--- src/rtl/mcnm_pkg.sv ---
// Shared types and constants for the mecanum four-wheel PI speed drive.
package mcnm_pkg;

    localparam int WHEELS = 4;

    // Configuration register indexes
    localparam logic [2:0] REG_PROP_GAIN   = 3'd0;
    localparam logic [2:0] REG_INTEG_GAIN  = 3'd1;
    localparam logic [2:0] REG_OUT_LIMIT   = 3'd2;
    localparam logic [2:0] REG_PWM_PERIOD  = 3'd3;
    localparam logic [2:0] REG_TURN_FACTOR = 3'd4;

    localparam logic [9:0]  RST_PROP_GAIN   = 10'd10;
    localparam logic [9:0]  RST_INTEG_GAIN  = 10'd10;
    localparam logic [14:0] RST_OUT_LIMIT   = 15'd6900;
    localparam logic [14:0] RST_PWM_PERIOD  = 15'd7200;
    localparam logic [9:0]  RST_TURN_FACTOR = 10'd185;

    typedef logic signed [12:0] vel_t;
    typedef logic signed [15:0] enc_t;
    typedef logic signed [14:0] tgt_t;
    typedef logic [14:0]        duty_t;

    // Settings seen by every wheel lane
    typedef struct packed {
        logic [9:0]  prop_gain;
        logic [9:0]  integ_gain;
        logic [14:0] out_limit;
        logic [14:0] pwm_period;
    } lane_cfg_t;

    // Per-stage load enables of the shared pipeline
    typedef struct packed {
        logic ld_s1;
        logic ld_s2;
        logic ld_s3;
        logic ld_s4;
        logic ld_s5;
    } pipe_ctrl_t;

endpackage

--- src/rtl/mcnm_lane.sv ---
// One wheel lane: incremental PI, saturation and H-bridge mapping.
module mcnm_lane
#(
    parameter bit MIRROR = 1'b0
)
(
    input  logic                   clk,
    input  logic                   rst_n,
    input  mcnm_pkg::pipe_ctrl_t   ctrl,
    input  mcnm_pkg::lane_cfg_t    cfg,
    input  mcnm_pkg::enc_t         enc,
    input  mcnm_pkg::tgt_t         target,
    output mcnm_pkg::duty_t        duty,
    output logic                   dir
);

    // bias_reg doubles as the previous-error state
    logic signed [17:0]  bias_reg;
    logic signed [17:0]  delta_reg;
    logic signed [29:0]  sum_reg;
    logic signed [15:0]  acc_reg;
    mcnm_pkg::duty_t     duty_reg;
    logic                dir_reg;

    logic signed [17:0]  bias_next;
    logic signed [17:0]  delta_next;
    logic signed [28:0]  p_prod;
    logic signed [28:0]  i_prod;
    logic signed [29:0]  sum_next;
    logic signed [30:0]  acc_wide;
    logic signed [30:0]  per_wide;
    logic signed [15:0]  acc_next;
    logic signed [16:0]  acc17;
    logic signed [16:0]  lim17;
    logic signed [16:0]  per17;
    logic signed [16:0]  m;
    logic signed [16:0]  duty_wide;
    mcnm_pkg::duty_t     duty_next;
    logic                dir_next;

    always_comb
    begin
        bias_next  = 18'(enc) - 18'(target);
        delta_next = bias_next - bias_reg;
    end

    always_comb
    begin
        p_prod   = 29'(delta_reg) * 29'($signed({1'b0, cfg.prop_gain}));
        i_prod   = 29'(bias_reg) * 29'($signed({1'b0, cfg.integ_gain}));
        sum_next = 30'(p_prod) + 30'(i_prod);
    end

    // accumulator loop: one add and a symmetric saturate
    always_comb
    begin
        per_wide = $signed({16'b0, cfg.pwm_period});
        acc_wide = 31'(acc_reg) + 31'(sum_reg);
        if (acc_wide > per_wide)
        begin
            acc_next = per_wide[15:0];
        end
        else if (acc_wide < -per_wide)
        begin
            acc_next = 16'(-per_wide);
        end
        else
        begin
            acc_next = acc_wide[15:0];
        end
    end

    always_comb
    begin
        acc17 = 17'(acc_reg);
        lim17 = $signed({2'b0, cfg.out_limit});
        per17 = $signed({2'b0, cfg.pwm_period});
        if (acc17 > lim17)
        begin
            m = lim17;
        end
        else if (acc17 < -lim17)
        begin
            m = -lim17;
        end
        else
        begin
            m = acc17;
        end

        if (!MIRROR)
        begin
            if (m > 17'sd0)
            begin
                duty_wide = m;
                dir_next  = 1'b0;
            end
            else
            begin
                duty_wide = per17 + m;
                dir_next  = 1'b1;
            end
        end
        else
        begin
            if (m > 17'sd0)
            begin
                duty_wide = per17 - m;
                dir_next  = 1'b1;
            end
            else
            begin
                duty_wide = -m;
                dir_next  = 1'b0;
            end
        end
        duty_next = duty_wide[14:0];
    end

    always_ff @(posedge clk or negedge rst_n)
    begin
        if (!rst_n)
        begin
            bias_reg <= '0;
            acc_reg  <= '0;
        end
        else
        begin
            if (ctrl.ld_s2)
            begin
                bias_reg <= bias_next;
            end
            if (ctrl.ld_s4)
            begin
                acc_reg <= acc_next;
            end
        end
    end

    always_ff @(posedge clk)
    begin
        if (ctrl.ld_s2)
        begin
            delta_reg <= delta_next;
        end
        if (ctrl.ld_s3)
        begin
            sum_reg <= sum_next;
        end
        if (ctrl.ld_s5)
        begin
            duty_reg <= duty_next;
            dir_reg  <= dir_next;
        end
    end

    assign duty = duty_reg;
    assign dir  = dir_reg;

endmodule

--- config.mk ---
export PLATFORM = sky130hd
export DESIGN_NAME = mcnm_lane
export DESIGN_NICKNAME = d
export VERILOG_FILES = /design/src/rtl/mcnm_pkg.sv /design/src/rtl/mcnm_lane.sv
export SDC_FILE = /design/constraint.sdc
export NUM_CORES = 1
export LEC_CHECK = 0
export BUFFER_PORTS_ARGS = -buffer_cell sky130_fd_sc_hd__buf_2
export CAP_MARGIN = 20
export CORE_ASPECT_RATIO = 0.6
export CORE_MARGIN = 2
export CORE_UTILIZATION = 50
export DETAILED_ROUTE_END_ITERATION = 10
export HOLD_SLACK_MARGIN = 0.08
export PLACE_DENSITY = 0.67
export SLEW_MARGIN = 20
export SYNTH_ARGS = -nofsm -noshare
export SYNTH_HDL_FRONTEND = slang
export SYNTH_SLANG_ARGS = --single-unit
--- constraint.sdc ---
create_clock -name clk -period 20.1 [get_ports clk]
set_input_delay 4.02 -clock clk [delete_from_list [all_inputs] [get_ports clk]]
set_output_delay 4.02 -clock clk [all_outputs]
set_load 0.02 [all_outputs]
==> reports/qor.csv <==
stage,metric,value,unit
finish,Nets,3364,
logic_synthesis,Yosys cell types,78,
critical_path,Worst EP required,20.24,ns
logic_synthesis,post-synthesis simple-gate area fraction,16.3,%
drt,Avg WL per Cell,17.4,um
logic_synthesis,cell area after synthesis,23100,sq um
sta,RSZ-0062 raised after global routing,no,
status,outcome,finished clean,
logic_synthesis,"Seq/Total Area, Yosys",11.9,%
global_routing,initial antenna violation count,0,
sta,Worst Max-Slew Pin Slew,0.999,ns
logic_synthesis,Main synth FF type,edfxtp_1,
logic_synthesis,post-synthesis compound-gate area fraction,10.6,%
finish,multi-input logic area,18100,sq um
global_routing,GR Util All Layers,25.6,%
finish,share of cells above drive strength 1,6.35,%
sta,setup_tns,0,ns
sta,final clock skew,0.00972,ns
logic_synthesis,post-synthesis mux area share,0.990,%
floorplanning,row cnt,60,
floorplanning,DIE WIDTH,282,um
logic_synthesis,Synthesized Nets,3338,
drt,drt first pass iters,5,
critical_path,worst reg2reg path depth,25,
sta,"Slew Viols, Final",0,
clock_tree,Clock Latency Late Sink,0.39,ns
sta,fin crit share,55.1,%
finish,"commonest non-fill, non-tap cell in the layout",inv_1,
floorplanning,Initial Util,51.1,%
clock_tree,clk sink count,97,
hold_path,hold crit path type,reg -> reg,
floorplanning,die area,48100,sq um
job,Max Cap Violations,0,
placement,Port Buffers,102,
logic_synthesis,Synth Area in Adders,46.1,%
clock_tree,# H-tree levels,3,
drt,Detailed Route WL,56.9,mm
finish,fillers,4140,
drt,DR iter-0 viols,1226,
global_routing,vias in the first global route,18600,
critical_path,crit path DAT,11.23,ns
logic_synthesis,cells after synthesis,2616,
sta,setup violators final,0,
floorplanning,area of the core,45300,sq um
logic_synthesis,Synth Area in XOR/XNOR,4.16,%
clock_tree,Root Driver,clkbuf_16,
hold_path,worst hold stages,2,
clock_tree,CTS resizes,0,
finish,most frequent cells in the layout,"inv_1 (516), fa_1 (364), nand2_1 (304)",
floorplanning,die height,171,um
clock_tree,post-cts hold buffer count,0,
logic_synthesis,Syn. warnings,0,
logic_synthesis,synthesis-stage register bit count,97,
placement,Routability Congestion,0.903,
drt,post-route ant nets,0,
drt,Via density,5.46,
critical_path,Worst setup SP type,input port,
sta,Slew HR,33.4,%
global_routing,total gr overflow,0,
critical_path,type of the worst setup path,in -> reg,
finish,Layout area overhead,5.66,%
clock_tree,clk slew on worst S/H paths,0.08,ns
critical_path,Crit Path Max Fanout,18,
finish,diode count,0,
sta,min Tclk post-route,11.08,ns
logic_synthesis,main combinational cell family by area after synthesis,adder cells,
finish,Largest register FFs,30,
global_routing,maximum number of pins on one net before global-route repair,51,
drt,DR vias,17800,
clock_tree,CTS buffer count,9,
clock_tree,CTS tree,yes,
logic_synthesis,Syn Area/Cell,8.84,sq um
finish,FF+latch area,2750,sq um
finish,fin util,54.0,%
placement,DP HPWL,48.4,mm
floorplanning,I/O pin cnt,104,
critical_path,crit end category,flip-flop,
logic_synthesis,number of flops mapped to enable cells by yosys,64,
logic_synthesis,Post-synth ARST share,34.0,%
sta,Achievable Freq,90.2,MHz
drt,drc violations,0,
clock_tree,setup bufs post-CTS,0,
sta,final hold violation count,0,
clock_tree,clk buf depth,2,
global_routing,first-pass GRT wire length,97.1,mm
-- worst max-delay path: stages --
cell and delay, ns:
buf_2 0.34, nand2_1 0.14, fa_1 0.51, fa_1 0.50, inv_1 0.04, ha_1 0.27
inv_1 0.06, fa_1 0.49, inv_1 0.05, fa_1 0.53, inv_1 0.06, fa_1 0.52
fa_1 0.56, inv_1 0.05, ha_1 0.32, nor2b_1 0.14, o21ai_0 0.12, a21boi_0 0.46
o21bai_1 0.17, a21oi_1 0.25, o21ai_0 0.19, a31oi_1 0.47, a31oi_1 0.28, o311ai_0 0.38
a21oi_1 0.13, xnor2_1 0.14
-- per-layer routing --
layer  global-route usage (%)  part of all wire, %  up-vias  wire length (um)
met1                     39.5                   49     8829             28100
li1                         -                    -     8407                 -
met2                     37.4                   41      546             23500
met5                        0                    0        -                 0
met4                     4.51                  1.3        0               736
met3                     4.98                  8.2       41              4650
-- synthesized netlist by cell type, types with 6 or more instances --
master / number / area, sq um
and3_1: 17 / 106
nand2_1: 304 / 1140
inv_1: 516 / 1940
a21oi_1: 94 / 470
o21bai_1: 10 / 75.1
a21o_1: 57 / 428
o21a_1: 12 / 90.1
mux2i_1: 9 / 90.1
a31oi_1: 10 / 62.6
mux2_2: 7 / 78.8
nor2b_1: 19 / 119
o31ai_1: 6 / 45.0
ha_1: 270 / 3380
nand4_1: 20 / 125
a21boi_0: 8 / 60.1
xnor2_1: 79 / 692
or2_2: 6 / 37.5
or3_1: 9 / 56.3
xor2_1: 31 / 272
o311ai_0: 9 / 78.8
o21ai_0: 80 / 400
dfrtp_1: 33 / 826
nor2_1: 109 / 409
o211ai_1: 13 / 97.6
edfxtp_1: 64 / 1920
buf_2: 6 / 30.0
o21ai_2: 9 / 78.8
nand2b_1: 10 / 62.6
fa_1: 364 / 7290
nand3_1: 39 / 195
nor4_1: 10 / 62.6
o221ai_1: 7 / 61.3
nor3_1: 42 / 210
and2_1: 167 / 1040
clkbuf_1: 84 / 315
a211oi_1: 8 / 60.1
-- metrics by stage --
| stage | std cells | setup WS, ns | area [sq um] | hold WS, ns |
|---|---|---|---|---|
| floorplan | 2616 | 9.79 | 23100 | 0.494 |
| global placement | 3251 | 8.90 | 24100 | 0.667 |
| detailed placement | 3251 | 8.72 | 24100 | 0.668 |
| CTS | 3267 | 9.10 | 24400 | 0.688 |
| global route | 3267 | 8.63 | 24400 | 0.706 |
| finish | 3267 | 9.02 | 24400 | 0.684 |
-- worst paths after layout --
kind	startpoint	endpoint	slack (ns)
min in group asynchronous	rst_n	bias_reg[15]$_DFFE_PN0P_	3.79
hold reg to reg	acc_reg[0]$_DFFE_PN0P_	acc_reg[0]$_DFFE_PN0P_	0.68
hold / removal	acc_reg[0]$_DFFE_PN0P_	acc_reg[0]$_DFFE_PN0P_	0.68
max in group asynchronous	rst_n	acc_reg[2]$_DFFE_PN0P_	15.68
setup reg to reg	delta_reg[4]$_DFFE_PP_	sum_reg[29]$_DFFE_PP_	12.35
setup / recovery	cfg[41]	sum_reg[29]$_DFFE_PP_	9.02
-- area by class of cell --
class / count / share of cell area [%]
well taps: 620 / 3.17
inverters: 517 / 7.94
multi-input cells: 1907 / 74.0
clock buffers: 9 / 0.921
repair buffers: 110 / 2.33
clock inverters: 7 / 0.389
flip-flops and latches: 97 / 11.2
-- cells by family (layout without fill, tap and decap cells) --
group | after synthesis | count (layout)
xor+xnor | 110 | 110
flops | 97 | 97
compound gates | 371 | 371
simple gates | 772 | 772
buf+inv | 612 | 643
mux | 20 | 20
fa+ha+maj | 634 | 634
Power is not shown: default switching activity piles up to over one toggle a cycle in this logic, so the estimate is an artifact.
