==> config.mk <==
export PLATFORM = sky130hd
export DESIGN_NAME = mcnm_mix
export DESIGN_NICKNAME = d
export VERILOG_FILES = /design/src/rtl/mcnm_pkg.sv /design/src/rtl/mcnm_mix.sv
export SDC_FILE = /design/constraint.sdc
export NUM_CORES = 1
export LEC_CHECK = 0
export BUFFER_PORTS_ARGS = -buffer_cell sky130_fd_sc_hd__buf_4
export CAP_MARGIN = 20
export CORE_UTILIZATION = 30
export CTS_BUF_LIST = sky130_fd_sc_hd__clkbuf_8
export DETAILED_ROUTE_END_ITERATION = 10
export HOLD_SLACK_MARGIN = 0.08
export REMOVE_ABC_BUFFERS = 1
export SLEW_MARGIN = 20
export SYNTH_ARGS = -nofsm -noshare
export SYNTH_HDL_FRONTEND = slang
export SYNTH_SLANG_ARGS = --single-unit
==> constraint.sdc <==
create_clock -name clk -period 6.23 [get_ports clk]
set_input_delay 0.3115 -clock clk [delete_from_list [all_inputs] [get_ports clk]]
set_output_delay 0.3115 -clock clk [all_outputs]
set_load 0.01 [all_outputs]
==> src/rtl/mcnm_pkg.sv <==
// Shared types and constants for the mecanum four-wheel PI speed drive.
package mcnm_pkg;

    localparam int WHEELS = 4;

    // Configuration register indexes
    localparam logic [2:0] REG_PROP_GAIN   = 3'd0;
    localparam logic [2:0] REG_INTEG_GAIN  = 3'd1;
    localparam logic [2:0] REG_OUT_LIMIT   = 3'd2;
    localparam logic [2:0] REG_PWM_PERIOD  = 3'd3;
    localparam logic [2:0] REG_TURN_FACTOR = 3'd4;

    localparam logic [9:0]  RST_PROP_GAIN   = 10'd10;
    localparam logic [9:0]  RST_INTEG_GAIN  = 10'd10;
    localparam logic [14:0] RST_OUT_LIMIT   = 15'd6900;
    localparam logic [14:0] RST_PWM_PERIOD  = 15'd7200;
    localparam logic [9:0]  RST_TURN_FACTOR = 10'd185;

    typedef logic signed [12:0] vel_t;
    typedef logic signed [15:0] enc_t;
    typedef logic signed [14:0] tgt_t;
    typedef logic [14:0]        duty_t;

    // Settings seen by every wheel lane
    typedef struct packed {
        logic [9:0]  prop_gain;
        logic [9:0]  integ_gain;
        logic [14:0] out_limit;
        logic [14:0] pwm_period;
    } lane_cfg_t;

    // Per-stage load enables of the shared pipeline
    typedef struct packed {
        logic ld_s1;
        logic ld_s2;
        logic ld_s3;
        logic ld_s4;
        logic ld_s5;
    } pipe_ctrl_t;

endpackage

==> src/rtl/mcnm_mix.sv <==
// Mecanum mixing front stage: rotation product and wheel targets.
module mcnm_mix
(
    input  logic                 clk,
    input  logic                 ld,
    input  mcnm_pkg::vel_t       vel_x,
    input  mcnm_pkg::vel_t       vel_y,
    input  mcnm_pkg::vel_t       vel_rot,
    input  logic [9:0]           turn_factor,
    input  mcnm_pkg::enc_t       enc_in  [mcnm_pkg::WHEELS],
    output mcnm_pkg::tgt_t       target  [mcnm_pkg::WHEELS],
    output mcnm_pkg::enc_t       enc_out [mcnm_pkg::WHEELS]
);

    mcnm_pkg::vel_t      vx_reg;
    mcnm_pkg::vel_t      vy_reg;
    logic signed [23:0]  prod_reg;
    mcnm_pkg::enc_t      enc_reg [mcnm_pkg::WHEELS];

    logic signed [23:0]  prod_next;
    logic signed [23:0]  prod_adj;
    logic signed [13:0]  rot;
    logic signed [14:0]  vx_e;
    logic signed [14:0]  vy_e;
    logic signed [14:0]  rot_e;

    assign prod_next = 24'(vel_rot) * 24'($signed({1'b0, turn_factor}));

    always_ff @(posedge clk)
    begin
        if (ld)
        begin
            vx_reg   <= vel_x;
            vy_reg   <= vel_y;
            prod_reg <= prod_next;
            for (int i = 0; i < mcnm_pkg::WHEELS; i++)
            begin
                enc_reg[i] <= enc_in[i];
            end
        end
    end

    // divide by 1024, truncating toward zero
    always_comb
    begin
        prod_adj = prod_reg + (prod_reg[23] ? 24'sd1023 : 24'sd0);
        rot      = prod_adj[23:10];
        vx_e     = 15'(vx_reg);
        vy_e     = 15'(vy_reg);
        rot_e    = 15'(rot);
    end

    assign target[0] = -vx_e + vy_e - rot_e;
    assign target[1] =  vx_e + vy_e - rot_e;
    assign target[2] = -vx_e + vy_e + rot_e;
    assign target[3] =  vx_e + vy_e + rot_e;

    always_comb
    begin
        for (int i = 0; i < mcnm_pkg::WHEELS; i++)
        begin
            enc_out[i] = enc_reg[i];
        end
    end

endmodule

==> flow_metrics.tcl, run 1 <==
set metrics [dict create \
    avgSynthCellArea_sq_um 9.77 \
    wl_mm 33.9 \
    cp-end-kind "primary output" \
    n_antenna_cell 0 \
    antenna_found_initial 0 \
    detail-route-antenna-nets 0 \
    cp_max_fo 11 \
    clock.fmax_mhz 182 \
    synth_cell_type_count 75 \
    rsz0062_at_grt "no" \
    drive_gt1_share_pct 17.7 \
    worst-path-buf-inv 2 \
    post-route-min-period_ns 5.50 \
    max_stage_delay_ns 0.61 \
    synth_enable_flop_cells 114 \
    synthMostInstantiatedCell "inv_1" \
    synthFlopType "edfxtp_1" \
    slew_headroom_pct 40.1 \
    p_total_mw 9.67 \
    place_inst 2058 \
    power_density_mw_per_mm2 586 \
    grt_max_degree 70 \
    drtIter0Drc 548 \
    port_buffers 238 \
    start_util_pct 30.6 \
    maxSlewViolCount 0 \
    clock_sinks 114 \
    core_area_sq_mm 0.0422 \
    ys_top_cells_by_count "inv_1, ha_1, fa_1" \
    cts_setup_buffers 0 \
    fin_crit_sh_pct 88.3 \
    fin_nets 2013 \
    die_x_um 209 \
    arrival_ns 5.19 \
    synth_area_leader_cell "edfxtp_1" \
    grt_usage_pct 15.6 \
    grt_pass1_vias 10475 \
    vias_per_cell 4.63 \
    path_clk_slew_ns 0.07 \
    p_leak_nw 7.71 \
    worst_slew_pin_slew_ns 0.898 \
    grt_pass1_wl_mm 54.6 \
    critical_path_class "flip-flop to primary output" \
    die_y_um 209 \
    worstPathCellList "ha_1 -> a21oi_1 -> a21oi_2 -> o31ai_1 -> xnor2_1 -> ha_1 -> inv_1 -> fa_1 -> nor2b_1 -> o21bai_1 -> a21oi_1 -> o221ai_1 -> o221ai_1 -> a2111oi_0 -> nor3_1 -> buf_4" \
    p_int_mw 5.01 \
    cts_tree "yes" \
    synthTopCellsByArea "edfxtp_1, fa_1, ha_1" \
    drt_pre_antenna_iters 7 \
    clockRootBuffer "clkbuf_8" \
    overflow 0 \
    syn2layout_area_growth_pct 27.8 \
    swShare_pct 48.2 \
    drc 0 \
    cts_buffer_depth 2 \
    cts_made_buffers 17 \
    combPwrFrac_pct 79.8 \
    setup_viol 0 \
    p_clk_share_pct 7.7 \
    vias 10076 \
    seq_power_share_pct 12.5 \
    hold_class "input pin to flip-flop" \
    wl_per_cell_um 15.6 \
    num_rows 75 \
    fin_util_pct 39.1 \
    crit_family "compound AO/OA/AOI/OAI gates" \
    cp.required_ns 5.92 \
    synth_seq_cells 114 \
    switchingPower_mw 4.65 \
    synthCells 1322 \
    dp_hpwl_mm 27.9 \
    largest_register_ff_count 64 \
    place_congestion 0.872 \
    synth.cell_area_sq_mm 0.0129 \
    yosys_warnings 0 \
    pre_cts_slack_ns 0.787 \
    setup_tns_ns 0 \
    synth_top_cell_area_share_pct 26.5 \
    async_flop_share_pct 0 \
    startpoint_type "flip-flop" \
    hold_viol 0 \
    die_area_sq_mm 0.0439 \
    finalNonFillerCells 2177 \
    postLayoutSetupSlackWorst_ns 0.727 \
    ir_worst_vdd_v 0.000363 \
    cap_violations 0 \
    cpMaxStageDelayCell "edfxtp_1" \
    n_fill_cell 4225 \
    ys_seq_area_share_pct 26.5 \
    ioPinCount 239 \
    status "complete, no violations" \
    cts.htree.levels 4 \
]
[final cells by class]
class	instances	area (sq um)	share of cell area, %
flip-flops and latches	114	3420	20.7
multi-input cells	929	8430	51.1
clock inverters	15	183	1.11
well taps	539	674	4.09
repair buffers	327	2670	16.2
inverters	236	886	5.37
clock buffers	17	234	1.42
[placed cells by master, fill, tap and decap left out, types with 5 or more instances in the layout]
cell type / n
a2111oi_0: 6
a211oi_1: 8
a21o_1: 17
a21oi_1: 65
a31oi_1: 9
and2_1: 69
and3_1: 9
buf_4: 240
clkbuf_8: 17
dlygate4sd3_1: 87
edfxtp_1: 114
fa_1: 127
ha_1: 146
inv_1: 236
nand2_1: 96
nand2b_1: 10
nand3_1: 12
nand4_1: 6
nor2_1: 82
nor2b_1: 10
nor3_1: 20
nor4_1: 5
o21a_1: 12
o21ai_0: 31
o21bai_1: 11
or3_1: 5
xnor2_1: 64
xor2_1: 31
[power by group through the flow]
stage,logic [mW],registers (mW),clock network (mW)
6_report,7.71,1.21,0.748
5_1_grt,8.59,1.23,0.794
4_1_cts,7.78,1.21,0.764
3_5_place_dp,7.69,1.22,0
3_3_place_gp,7.56,1.22,0
2_1_floorplan,5.08,1.22,0
[worst paths after layout]
path                         start          to  depth (start not counted)  slack (ns)
worst max-delay path  prod_reg[23]  target[42]                         16        0.73
worst min-delay path      vel_y[7]   vy_reg[7]                          1        0.11
[logic make-up (layout without fill, tap and decap cells)]
logic type	after synthesis	count (layout)	synth area share, %
DFF	114	114	26.5
muxes	3	3	0.233
adders and majority gates	273	273	33.8
xor gates and xnor gates	97	97	6.64
and+or+nand+nor	344	344	13.3
buffers and inverters	279	595	8.25
AOI/OAI and AO/OA	212	212	11.2
[layer usage]
layer / GRT usage [%] / vias up / part of all wire (%)
met5: 0 / - / 0
met4: 3.27 / 0 / 1.3
li1: - / 4966 / -
met1: 21.0 / 4886 / 47
met2: 26.9 / 191 / 49
met3: 1.78 / 33 / 3.4
[through the flow]
stage          cell area, sq um  hold WS, ns
3_3_place_gp              15200        0.490
3_5_place_dp              15200        0.491
2_1_floorplan             12700        0.410
6_report                  16500        0.108
5_1_grt                   16500       0.0808
4_1_cts                   16500       0.0808
[timing repair]
action / 4_1_cts / 5_1_grt
setup endpoints to repair: 0 / 1
resized for setup: 0 / 1
endpoints found under the hold margin: 86 / 1
hold buffers: 86 / 1
(Power assumes the default switching activity.)
==> run 2, diff against run 1 <==
==> constraint.sdc (replaced) <==
create_clock -name clk -period 6.23 [get_ports clk]
set_input_delay 0.623 -clock clk [delete_from_list [all_inputs] [get_ports clk]]
set_output_delay 0.623 -clock clk [all_outputs]
set_load 0.01 [all_outputs]
==> flow_metrics.tcl, run 2 (synthesized netlist as in run 1, its figures left out) <==
set metrics [dict create \
    status "complete, no violations" \
    grt_pass1_vias 9919 \
    arrival_ns 5.21 \
    pre_cts_slack_ns 0.685 \
    wl_mm 32.6 \
    die_x_um 209 \
    drc 0 \
    drt_pre_antenna_iters 5 \
    num_rows 75 \
    drtIter0Drc 575 \
    crit_family "compound AO/OA/AOI/OAI gates" \
    rsz0062_at_grt "no" \
    hold_class "input pin to flip-flop" \
    worstPathCellList "ha_1 -> a21oi_1 -> nand2_1 -> o31ai_1 -> xnor2_1 -> ha_1 -> inv_1 -> fa_1 -> nor2b_1 -> o21bai_1 -> a21oi_1 -> o221ai_1 -> o221ai_1 -> a2111oi_0 -> nor3_1 -> buf_4" \
    die_y_um 209 \
    path_clk_slew_ns 0.08 \
    largest_register_ff_count 64 \
    die_area_sq_mm 0.0439 \
    fin_util_pct 36.9 \
    cts_buffer_depth 2 \
    postLayoutSetupSlackWorst_ns 0.399 \
    grt_max_degree 61 \
    fin_nets 1927 \
    final_common_cell "buf_4" \
    setup_viol 0 \
    drive_gt1_share_pct 18.6 \
    max_stage_delay_ns 0.61 \
    finalNonFillerCells 2090 \
    overflow 0 \
    cp.required_ns 5.61 \
    core_area_sq_mm 0.0422 \
    vias 9629 \
    power_density_mw_per_mm2 609 \
    cpMaxStageDelayCell "edfxtp_1" \
    clockRootBuffer "clkbuf_8" \
    cts.htree.levels 4 \
    clock_sinks 114 \
    worst-path-buf-inv 2 \
    startpoint_type "flip-flop" \
    timing.critical_path.from "prod_reg[23]" \
    layout_common_cells "buf_4, inv_1, ha_1, fa_1, edfxtp_1" \
    p_leak_nw 7.31 \
    worst_slew_pin_slew_ns 0.771 \
    dp_hpwl_mm 27.8 \
    ioPinCount 239 \
    wl_per_cell_um 15.6 \
    vias_per_cell 4.61 \
    antenna_found_initial 0 \
    ctsHoldBuffers 0 \
    cts_made_buffers 17 \
    port_buffers 238 \
    start_util_pct 30.6 \
    n_antenna_cell 0 \
    cts_setup_buffers 0 \
    post-route-min-period_ns 5.83 \
    slew_headroom_pct 48.6 \
    fin_crit_sh_pct 93.6 \
    grt_pass1_wl_mm 51.5 \
    cp_max_fo 11 \
    clock.fmax_mhz 171 \
    worstHoldStart "enc_in[9]" \
    setup_tns_ns 0 \
    maxSlewViolCount 0 \
    ir_worst_vdd_v 0.000361 \
    grt_usage_pct 14.8 \
    hold_viol 0 \
    place_congestion 0.858 \
    cts_tree "yes" \
    cts.repair.resized 0 \
    place_inst 2059 \
    critical_path_class "flip-flop to primary output" \
    detail-route-antenna-nets 0 \
    hold-worst-slack_ns 0.353 \
    cp-end-kind "primary output" \
    cap_violations 0 \
    syn2layout_area_growth_pct 20.5 \
]
## run 2: cell types whose count changed in the layout (fill, tap and decap cells not counted), moves of 2 or more
cell,change
inv_6,-2
clkinvlp_4,+2
bufinv_16,-2
dlygate4sd3_1,-87
clkinv_2,+2
clkinv_1,+2
clkinv_4,-2
## run 2: routing by layer
layer / vias up / GRT usage [%] / part of all wire, %
met5: - / 0 / 0
met4: 0 / 3.65 / 0.96
met3: 22 / 2.21 / 3.6
met2: 181 / 25.4 / 49
met1: 4631 / 19.7 / 47
li1: 4795 / - / -
## run 2: cell type report
type,instances,area (sq um)
multi-input cells,929,8430
clock buffers,17,234
repair buffers,241,1810
flip-flops and latches,114,3420
clock inverters,14,116
fillers,4282,26700
inverters,236,886
well taps,539,674
## run 2: path summary, 6_finish.rpt
path | depth (start not counted) | slack, ns | to
max | 16 | 0.40 | target[42]
min | 1 | 0.35 | enc_reg[3][9]
## run 2: power breakdown
part / switching (mW) / internal, mW / total, mW
clock: 0.308 / 0.309 / 0.617
combinational: 4.19 / 3.47 / 7.66
sequential: 0.0830 / 1.12 / 1.21
## run 2: per-stage QoR
stage / power [mW] / cell area (sq um)
2_1_floorplan: 6.30 / 12700
3_5_place_dp: 8.94 / 15200
4_1_cts: 9.59 / 15600
5_1_grt: 10.4 / 15600
6_report: 9.48 / 15600
3_3_place_gp: 8.78 / 15200
==> run 3, diff against run 2 <==
--- a/config.mk
+++ b/config.mk
@@ -11,6 +11,7 @@
 export CTS_BUF_LIST = sky130_fd_sc_hd__clkbuf_8
 export DETAILED_ROUTE_END_ITERATION = 10
 export HOLD_SLACK_MARGIN = 0.08
+export RECOVER_POWER = 50
 export REMOVE_ABC_BUFFERS = 1
 export SLEW_MARGIN = 20
 export SYNTH_ARGS = -nofsm -noshare
==> flow_metrics.tcl, run 3 (synthesized netlist as in run 1, its figures left out) <==
set metrics [dict create \
    status "complete, but fails checks" \
    layout_common_cells "inv_1, ha_1, fa_1, buf_4, edfxtp_1" \
    seq_power_share_pct 12.7 \
    fin_crit_sh_pct 93.4 \
    hold_viol 0 \
    setup_viol 0 \
    cts_setup_buffers 0 \
    grt_pass1_wl_mm 51.5 \
    hold_class "input pin to flip-flop" \
    worstHoldPathCells 1 \
    regArea_sq_mm 0.00342 \
    cp-end-kind "primary output" \
    fin_area_sq_mm 0.0154 \
    post-route-min-period_ns 5.82 \
    vias 9640 \
    worstHoldStart "enc_in[56]" \
    ioPinCount 239 \
    wl_per_cell_um 15.6 \
    p_leak_nw 7.16 \
    combPwrFrac_pct 80.8 \
    power_density_mw_per_mm2 614 \
    worst_slew_pin_slew_ns 3.23 \
    p_clk_share_pct 6.5 \
    path_clk_slew_ns 0.07 \
    cp_max_fo 11 \
    grt_max_degree 61 \
    drive_gt1_share_pct 16.2 \
    core_area_sq_mm 0.0422 \
    wl_mm 32.5 \
    start_util_pct 30.6 \
    ctsHoldBuffers 0 \
    timing.critical_path.from "prod_reg[23]" \
    ir_worst_vdd_v 0.000361 \
    place_inst 2059 \
    cap_violations 1 \
    fin_nets 1927 \
    detail-route-antenna-nets 0 \
    maxSlewViolCount 61 \
    die_x_um 209 \
    vias_per_cell 4.61 \
    grt_usage_pct 14.8 \
    die_area_sq_mm 0.0439 \
    clock_sinks 114 \
    drc 0 \
    clock.fmax_mhz 172 \
    num_rows 75 \
    cts_buffer_depth 2 \
    violations "max-capacitance violations, max-slew violations" \
    critical_path_class "flip-flop to primary output" \
    place_area_sq_mm 0.0152 \
    port_buffers 238 \
    switchingPower_mw 4.58 \
    pre_cts_slack_ns 0.685 \
    n_fill_cell 4311 \
    cp.required_ns 5.61 \
    grt_pass1_vias 9919 \
    final_common_cell "inv_1" \
    rsz0062_at_grt "no" \
    dp_hpwl_mm 27.8 \
    cts.htree.levels 4 \
    swShare_pct 48.4 \
    startpoint_type "flip-flop" \
    setup_tns_ns 0 \
    cts_made_buffers 17 \
    multi_input_area_sq_mm 0.00843 \
    finalNonFillerCells 2090 \
    min_to "enc_reg[0][8]" \
    postLayoutSetupSlackWorst_ns 0.411 \
    drt_pre_antenna_iters 5 \
    syn2layout_area_growth_pct 19.5 \
    p_int_mw 4.88 \
    overflow 0 \
    antenna_found_initial 0 \
    slew_headroom_pct -115 \
    largest_register_ff_count 64 \
    clockRootBuffer "clkbuf_8" \
    cts_tree "yes" \
    cts.repair.resized 0 \
    die_y_um 209 \
    place_congestion 0.858 \
    n_antenna_cell 0 \
    arrival_ns 5.20 \
    drtIter0Drc 558 \
]
[run 3: how the worst max path moves through the flow]
stage	end	slack [ns]
after floorplan	prod_reg[22]	1.06
after global placement	prod_reg[22]	0.71
after detailed placement	prod_reg[22]	0.69
after CTS	target[42]	0.27
after global routing	target[42]	0.01
final	target[42]	0.41
[run 3: worst max-delay path, cell delays in order, from the launching register on]
cell,delay (ns)
edfxtp_1,0.61
ha_1,0.39
a21oi_1,0.18
nand2_1,0.09
o31ai_1,0.54
xnor2_1,0.43
ha_1,0.30
inv_1,0.06
fa_1,0.40
nor2b_1,0.15
o21bai_1,0.17
a21oi_1,0.13
o221ai_1,0.25
o221ai_1,0.30
a2111oi_0,0.48
nor3_1,0.11
buf_4,0.17
[run 3: stage by stage]
stage	hold slack, ns	total power, mW	util (%)
floorplan	0.722	6.30	-
global placement	0.802	8.78	36.0
detailed placement	0.802	8.94	36.0
CTS	0.311	9.59	36.9
global route	0.336	10.4	36.5
finish	0.378	9.47	36.5
[run 3: power by group through the flow]
stage / sequential [mW] / clock [mW] / combinational (mW)
3_5_place_dp: 1.22 / 0 / 7.72
5_1_grt: 1.22 / 0.668 / 8.52
3_3_place_gp: 1.22 / 0 / 7.56
4_1_cts: 1.21 / 0.645 / 7.74
6_report: 1.21 / 0.616 / 7.64
2_1_floorplan: 1.22 / 0 / 5.08
[run 3: area by class of cell]
class / count / area share, %
clock buffer: 17 / 1.52
clock inverter: 14 / 0.754
inverter: 236 / 5.74
multi-input combinational: 929 / 54.6
sequential: 114 / 22.2
tap: 539 / 4.37
timing repair buffer: 241 / 10.8
[run 3: per-layer routing]
layer  global-route usage (%)  routed length, um
met1                     19.7              15300
met2                     25.4              15800
met3                     2.21               1090
met4                     3.65                312
met5                        0                  0
